**src/hw/rtl/bwt_pkg.sv**
```systemverilog
// Shared types and constants of the breakpoint and watchpoint table.
package bwt_pkg;

	typedef enum logic [2:0] {
		OP_ADD      = 3'd0,
		OP_REMOVE   = 3'd1,
		OP_TOGGLE   = 3'd2,
		OP_CLR_KIND = 3'd3,
		OP_CLR_ALL  = 3'd4,
		OP_ACCESS   = 3'd5,
		OP_RANGE    = 3'd6,
		OP_EXEC_CHK = 3'd7
	} bwt_op_t;

	typedef enum logic [1:0] {
		ST_IDLE,
		ST_EXEC,
		ST_RESP
	} bwt_state_t;

	localparam logic [1:0] KIND_READ  = 2'd0;
	localparam logic [1:0] KIND_WRITE = 2'd1;
	localparam logic [1:0] KIND_EXEC  = 2'd2;
	localparam logic [1:0] KIND_NONE  = 2'd3;

	localparam logic [1:0] HIT_NONE = 2'd0;
	localparam logic [1:0] HIT_SET  = 2'd1;
	localparam logic [1:0] HIT_TEMP = 2'd2;

	localparam logic [31:0] MASK_BYTE  = 32'hFFFF_FFFF;
	localparam logic [31:0] MASK_HALF  = ~32'h1;
	localparam logic [31:0] MASK_WORD  = ~32'h3;
	localparam logic [31:0] MASK_DWORD = ~32'h7;

	typedef struct packed {
		logic [2:0]  operation;
		logic [1:0]  bp_kind;
		logic [31:0] target_address;
		logic [1:0]  access_size_log2;
		logic [31:0] range_bytes;
		logic        is_temporary;
		logic        drop_temporary;
	} bwt_req_t;

	typedef struct packed {
		logic [1:0] hit_state;
		logic       changed;
		logic       table_full;
		logic       read_present;
		logic       write_present;
		logic       exec_present;
	} bwt_rsp_t;

	typedef struct packed {
		logic        valid;
		logic [31:0] addr;
		logic [1:0]  kind;
		logic        temp;
	} bwt_entry_t;

	typedef struct packed {
		bwt_op_t     op;
		logic [1:0]  kind;
		logic [31:0] addr;
		logic [31:0] end_addr;
		logic [1:0]  size;
		logic        temp;
		logic        drop;
	} bwt_cmd_t;

	typedef struct packed {
		logic exact;
		logic exact_temp;
		logic chk;
	} bwt_match_t;

	function automatic logic [31:0] size_mask(input logic [1:0] size);
		logic [31:0] m;
		case (size)
			2'd0: m = MASK_BYTE;
			2'd1: m = MASK_HALF;
			2'd2: m = MASK_WORD;
			default: m = MASK_DWORD;
		endcase
		return m;
	endfunction

endpackage

```
**src/hw/rtl/bwt_cell.sv**
```systemverilog
// One table entry: compares against the broadcast command and shifts toward the tail.
module bwt_cell import bwt_pkg::*; (
	input  logic       clk,
	input  logic       arst_n,
	input  bwt_entry_t up,
	input  logic       take_en,
	input  logic       give_en,
	input  logic       down_valid,
	input  logic       exec_en,
	input  bwt_cmd_t   cmd,
	output bwt_entry_t ent,
	output bwt_match_t m
);

	logic        valid_q;
	logic [31:0] addr_q;
	logic [1:0]  kind_q;
	logic        temp_q;

	logic        valid_d;
	logic [31:0] addr_d;
	logic [1:0]  kind_d;
	logic        temp_d;
	logic        take;
	logic        give;

	assign take = take_en && up.valid && !valid_q;
	assign give = give_en && valid_q && !down_valid;

	assign ent = '{valid: valid_q, addr: addr_q, kind: kind_q, temp: temp_q};

	always_comb begin
		m.exact = valid_q && (kind_q == cmd.kind) && (addr_q == cmd.addr);
		m.exact_temp = m.exact && temp_q;
		case (cmd.op)
			OP_ACCESS: m.chk = valid_q && (kind_q == cmd.kind) &&
				((addr_q & size_mask(cmd.size)) == cmd.addr);
			OP_RANGE: m.chk = valid_q && (kind_q == KIND_WRITE) &&
				(addr_q >= cmd.addr) && (addr_q < cmd.end_addr);
			default: m.chk = 1'b0;
		endcase
	end

	always_comb begin
		valid_d = valid_q;
		addr_d = addr_q;
		kind_d = kind_q;
		temp_d = temp_q;
		if (take) begin
			valid_d = 1'b1;
			addr_d = up.addr;
			kind_d = up.kind;
			temp_d = up.temp;
		end else if (give) begin
			valid_d = 1'b0;
		end else if (exec_en) begin
			case (cmd.op)
				OP_ADD: begin
					if (m.exact && !cmd.temp)
						temp_d = 1'b0;
				end
				OP_REMOVE, OP_TOGGLE: begin
					if (m.exact)
						valid_d = 1'b0;
				end
				OP_CLR_KIND: begin
					if (kind_q == cmd.kind)
						valid_d = 1'b0;
				end
				OP_CLR_ALL: valid_d = 1'b0;
				OP_EXEC_CHK: begin
					if (m.exact_temp && cmd.drop)
						valid_d = 1'b0;
				end
				default: ;
			endcase
		end
	end

	always_ff @(posedge clk or negedge arst_n) begin
		if (!arst_n)
			valid_q <= 1'b0;
		else
			valid_q <= valid_d;
	end

	always_ff @(posedge clk) begin
		addr_q <= addr_d;
		kind_q <= kind_d;
		temp_q <= temp_d;
	end

endmodule

```
**config.mk**
```make
export PLATFORM = sky130hd
export DESIGN_NAME = bwt_cell
export DESIGN_NICKNAME = d
export VERILOG_FILES = /design/src/hw/rtl/bwt_pkg.sv /design/src/hw/rtl/bwt_cell.sv
export SDC_FILE = /design/constraint.sdc
export NUM_CORES = 1
export LEC_CHECK = 0
export BUFFER_PORTS_ARGS = -buffer_cell sky130_fd_sc_hd__buf_2
export CAP_MARGIN = 10
export CORE_MARGIN = 2
export CORE_UTILIZATION = 42
export CTS_BUF_LIST = sky130_fd_sc_hd__clkbuf_16
export CTS_CLUSTER_SIZE = 8
export DETAILED_ROUTE_END_ITERATION = 12
export PLACE_DENSITY = 0.78
export SETUP_SLACK_MARGIN = 0.5
export SYNTH_ARGS = -nofsm -noshare
export SYNTH_HDL_FRONTEND = slang
export SYNTH_SLANG_ARGS = --single-unit
```
**constraint.sdc**
```tcl
create_clock -name clk -period 2.3 [get_ports clk]
set_input_delay 0.345 -clock clk [delete_from_list [all_inputs] [get_ports clk]]
set_output_delay 0.345 -clock clk [all_outputs]
set_load 0.02 [all_outputs]
```
==> summary.txt <==
Worst setup path
  – Max stage delay on crit path: 410 ps
  – Slowest stage cell, crit path: edfxtp_1
  – Critical Path End: m[0]
  – Worst-path cell chain: buf_4 -> buf_4 -> ha_1 -> nand2_1 -> nor2_1 -> a211oi_1 -> o211a_1 -> o211ai_1 -> o21ai_2 -> buf_6
  – Crit path arrival time: 2200 ps
  – Critical-path maximum fanout: 2
  – Startpoint types: flip-flop
  – R2r endpoint: temp_q
  – Critical Path RT: 1960 ps
  – Crit path launch: addr_q[27]
  – Setup crit end kind: output pin
  – Worst-case reg-to-reg path depth: 8
  – Reg2reg setup slack: 80 ps
  – Top cell by count, worst path: buf_4
  – Crit Path Category: flip-flop to output pin
  – Worst R2R Start: addr_q[30]

STA
  – Final hold slack: 243 ps
  – Worst Skew: 2.02 ps
  – Final Hold Vio Count: 0
  – Slew margin rel.: 0.559
  – Minimum clock period: 2540 ps
  – Fmax: 393 MHz
  – Fin. max-slew vios: 0
  – RSZ-0062 raised after global routing: yes
  – Final worst-path cycle share: 1.11
  – Final setup fails: 3
  – Setup ws final: -245 ps
  – Worst slew pin tran: 660 ps

Detailed routing
  – Max Used Layer: met4
  – DR WL met2: 3870 µm
  – DRT iter0 DRCs: 63
  – DRC viols: 0
  – Avg Vias per Cell: 4.72
  – DR WL/cell: 12.9 µm
  – Via Count: 2726
  – Metal3 WL: 424 µm
  – Drt pass-1 iters: 4
  – Length of routed wiring on met1: 3060 µm
  – WL final: 7470 µm
  – ANT nets after route: 0

Final layout
  – Storage cell area: 1080 µm²
  – Share of post-route cells with drive strength above 1: 0.417
  – Most common cell after layout, fill and taps aside: buf_2
  – Non-Filler Cell Area, Final: 4220 µm²
  – Fillers: 590
  – Highest-count cells in the layout ignoring fill and taps: buf_2, inv_1, ha_1, edfxtp_1, a21oi_1
  – Area Overhead vs Synth: 43.6%
  – Post-layout util: 0.621
  – Area of the multi-input gates: 1700 µm²
  – Final nets: 659
  – Antenna fix cells: 0

Clock network
  – CTS sink cnt: 36
  – TritonCTS buffer count: 5
  – CTS tree: built
  – Reg clk slew, reported paths: 50 ps
  – Worst skew pair latency: 270 ps
  – Clock root cell: clkbuf_16
  – Clock Path Buffers: 2
  – Number of H-tree levels: 2

Die
  – Die H: 87.6 µm
  – Starting Density: 0.432
  – Io pins: 154
  – DIE AREA: 7680 µm²
  – Chip width: 87.6 µm
  – Core Area: 6790 µm²
  – Cell Rows: 30

Power
  – Tot Pwr: 0.00198 W
  – VDD IR max: 0.000330 V
  – Power per cell area: 470 nW/µm²
  – Leakage power: 2.25 nW

Synth
  – Synth warn: 0
  – Mapped Cells: 303
  – Yosys cell types: 37
  – Post-Syn Nets: 481
  – Sequential area share after synthesis: 0.366
  – Syn avg cell area: 9.69 µm²
  – Post-synth ARST share: 0.0278
  – Yosys reg bits: 36
  – Post-synth EDFFs: 35
  – Synthesized area: 2940 µm²
  – Primary FF master, synth: edfxtp_1

Place
  – Detailed Place HPWL: 6450 µm
  – Pre-CTS WS: -120 ps
  – Quantity of I/O buffers inserted on ports: 153
  – Post-DP Area: 4000 µm²
  – RD Place Congestion: 0.790

Flow run
  – Number of max-cap violations: 0

Status
  – Outcome: finished, violations left
  – Failing checks: negative setup slack

Global route
  – Vias in the first global route: 2768
  – Largest net degree at the start of global routing: 22
  – Grt ovf: 0
  – Initial antenna violation count: 0
  – All-layer global routing usage: 0.192
  – First-pass GRT wire length: 11500 µm

Min path
  – Min-Delay Path Class: primary input to flip-flop
per-layer routing:
layer | GRT usage | vias up
li1 | - | 1428
met4 | 0.0462 | 0
met1 | 0.224 | 1192
met3 | 0.0415 | 8
met2 | 0.357 | 98
met5 | 0 | -
logic make-up after synthesis:
kind of cell | synth area share
and+or+nand+nor | 0.139
buffers and inverters | 0.0869
DFF | 0.366
AOI/OAI and AO/OA | 0.124
xor gates and xnor gates | 0.0149
adders and majority gates | 0.268
through the flow:
| step | cells | TNS [ps] |
|---|---|---|
| floorplan | 303 | -116 |
| global placement | 567 | -20.0 |
| detailed placement | 567 | -120 |
| CTS | 577 | -611 |
| global route | 578 | -971 |
| finish | 578 | -510 |
cells in the mapped netlist (3+ instances only):
master | instances | area share
nor2_1 | 11 | 0.014
ha_1 | 63 | 0.27
nand4_1 | 10 | 0.021
a31oi_1 | 3 | 0.0064
nor3_1 | 4 | 0.0068
o21ai_0 | 11 | 0.019
nor2b_1 | 3 | 0.0064
nand3_1 | 9 | 0.015
nand2_1 | 21 | 0.027
xor2_1 | 3 | 0.0089
a21o_1 | 5 | 0.013
edfxtp_1 | 35 | 0.36
a21oi_1 | 27 | 0.046
inv_1 | 64 | 0.082
worst min-delay path by stage:
stage / start / cells past startpoint / slack (ps) / to
final: up[3] / 1 / 240 / addr_q[0]
after global routing: up[17] / 1 / 230 / addr_q[14]
after CTS: up[3] / 1 / 240 / addr_q[0]
after detailed placement: arst_n / 1 / 120 / valid_q
after global placement: arst_n / 1 / 120 / valid_q
after floorplan: arst_n / 0 / 50 / valid_q
final cells by class:
type                    count  area share
clock buffers               5      0.0297
clock inverters             3     0.00326
repair buffers            173       0.222
well taps                  96      0.0285
flip-flops and latches     36       0.255
inverters                  64      0.0570
multi-input cells         201       0.404
state kept, by name, indices dropped and copies added (netlist names):
register,flops
addr_q,32
temp_q,1
kind_q,2
valid_q,1
worst max-delay path: cells and delay by family (launching register included):
kind	cells	cell delay (ps)
AOI/OAI and AO/OA	4	630
and+or+nand+nor	2	180
adders and majority gates	1	280
buffers and inverters	3	420
DFF	1	410
where the power goes:
part | internal [W] | leakage, nW | switching, W
Sequential | 0.000773 | 0.333 | 0.0000379
Clock | 0.000393 | 0.0710 | 0.000244
Combinational | 0.000251 | 1.84 | 0.000284
Total | 0.00142 | 2.25 | 0.000566
what timing repair did:
action / CTS / global route
gates resized for setup: 9 / 5
pin swaps: 6 / 1
hold buffers: 1 / 0
hold endpoints to repair: 1 / 0
endpoints found under the setup margin: 5 / 5
setup buffers: 1 / 1
No activity file was read; power rests on OpenSTA's default activity.
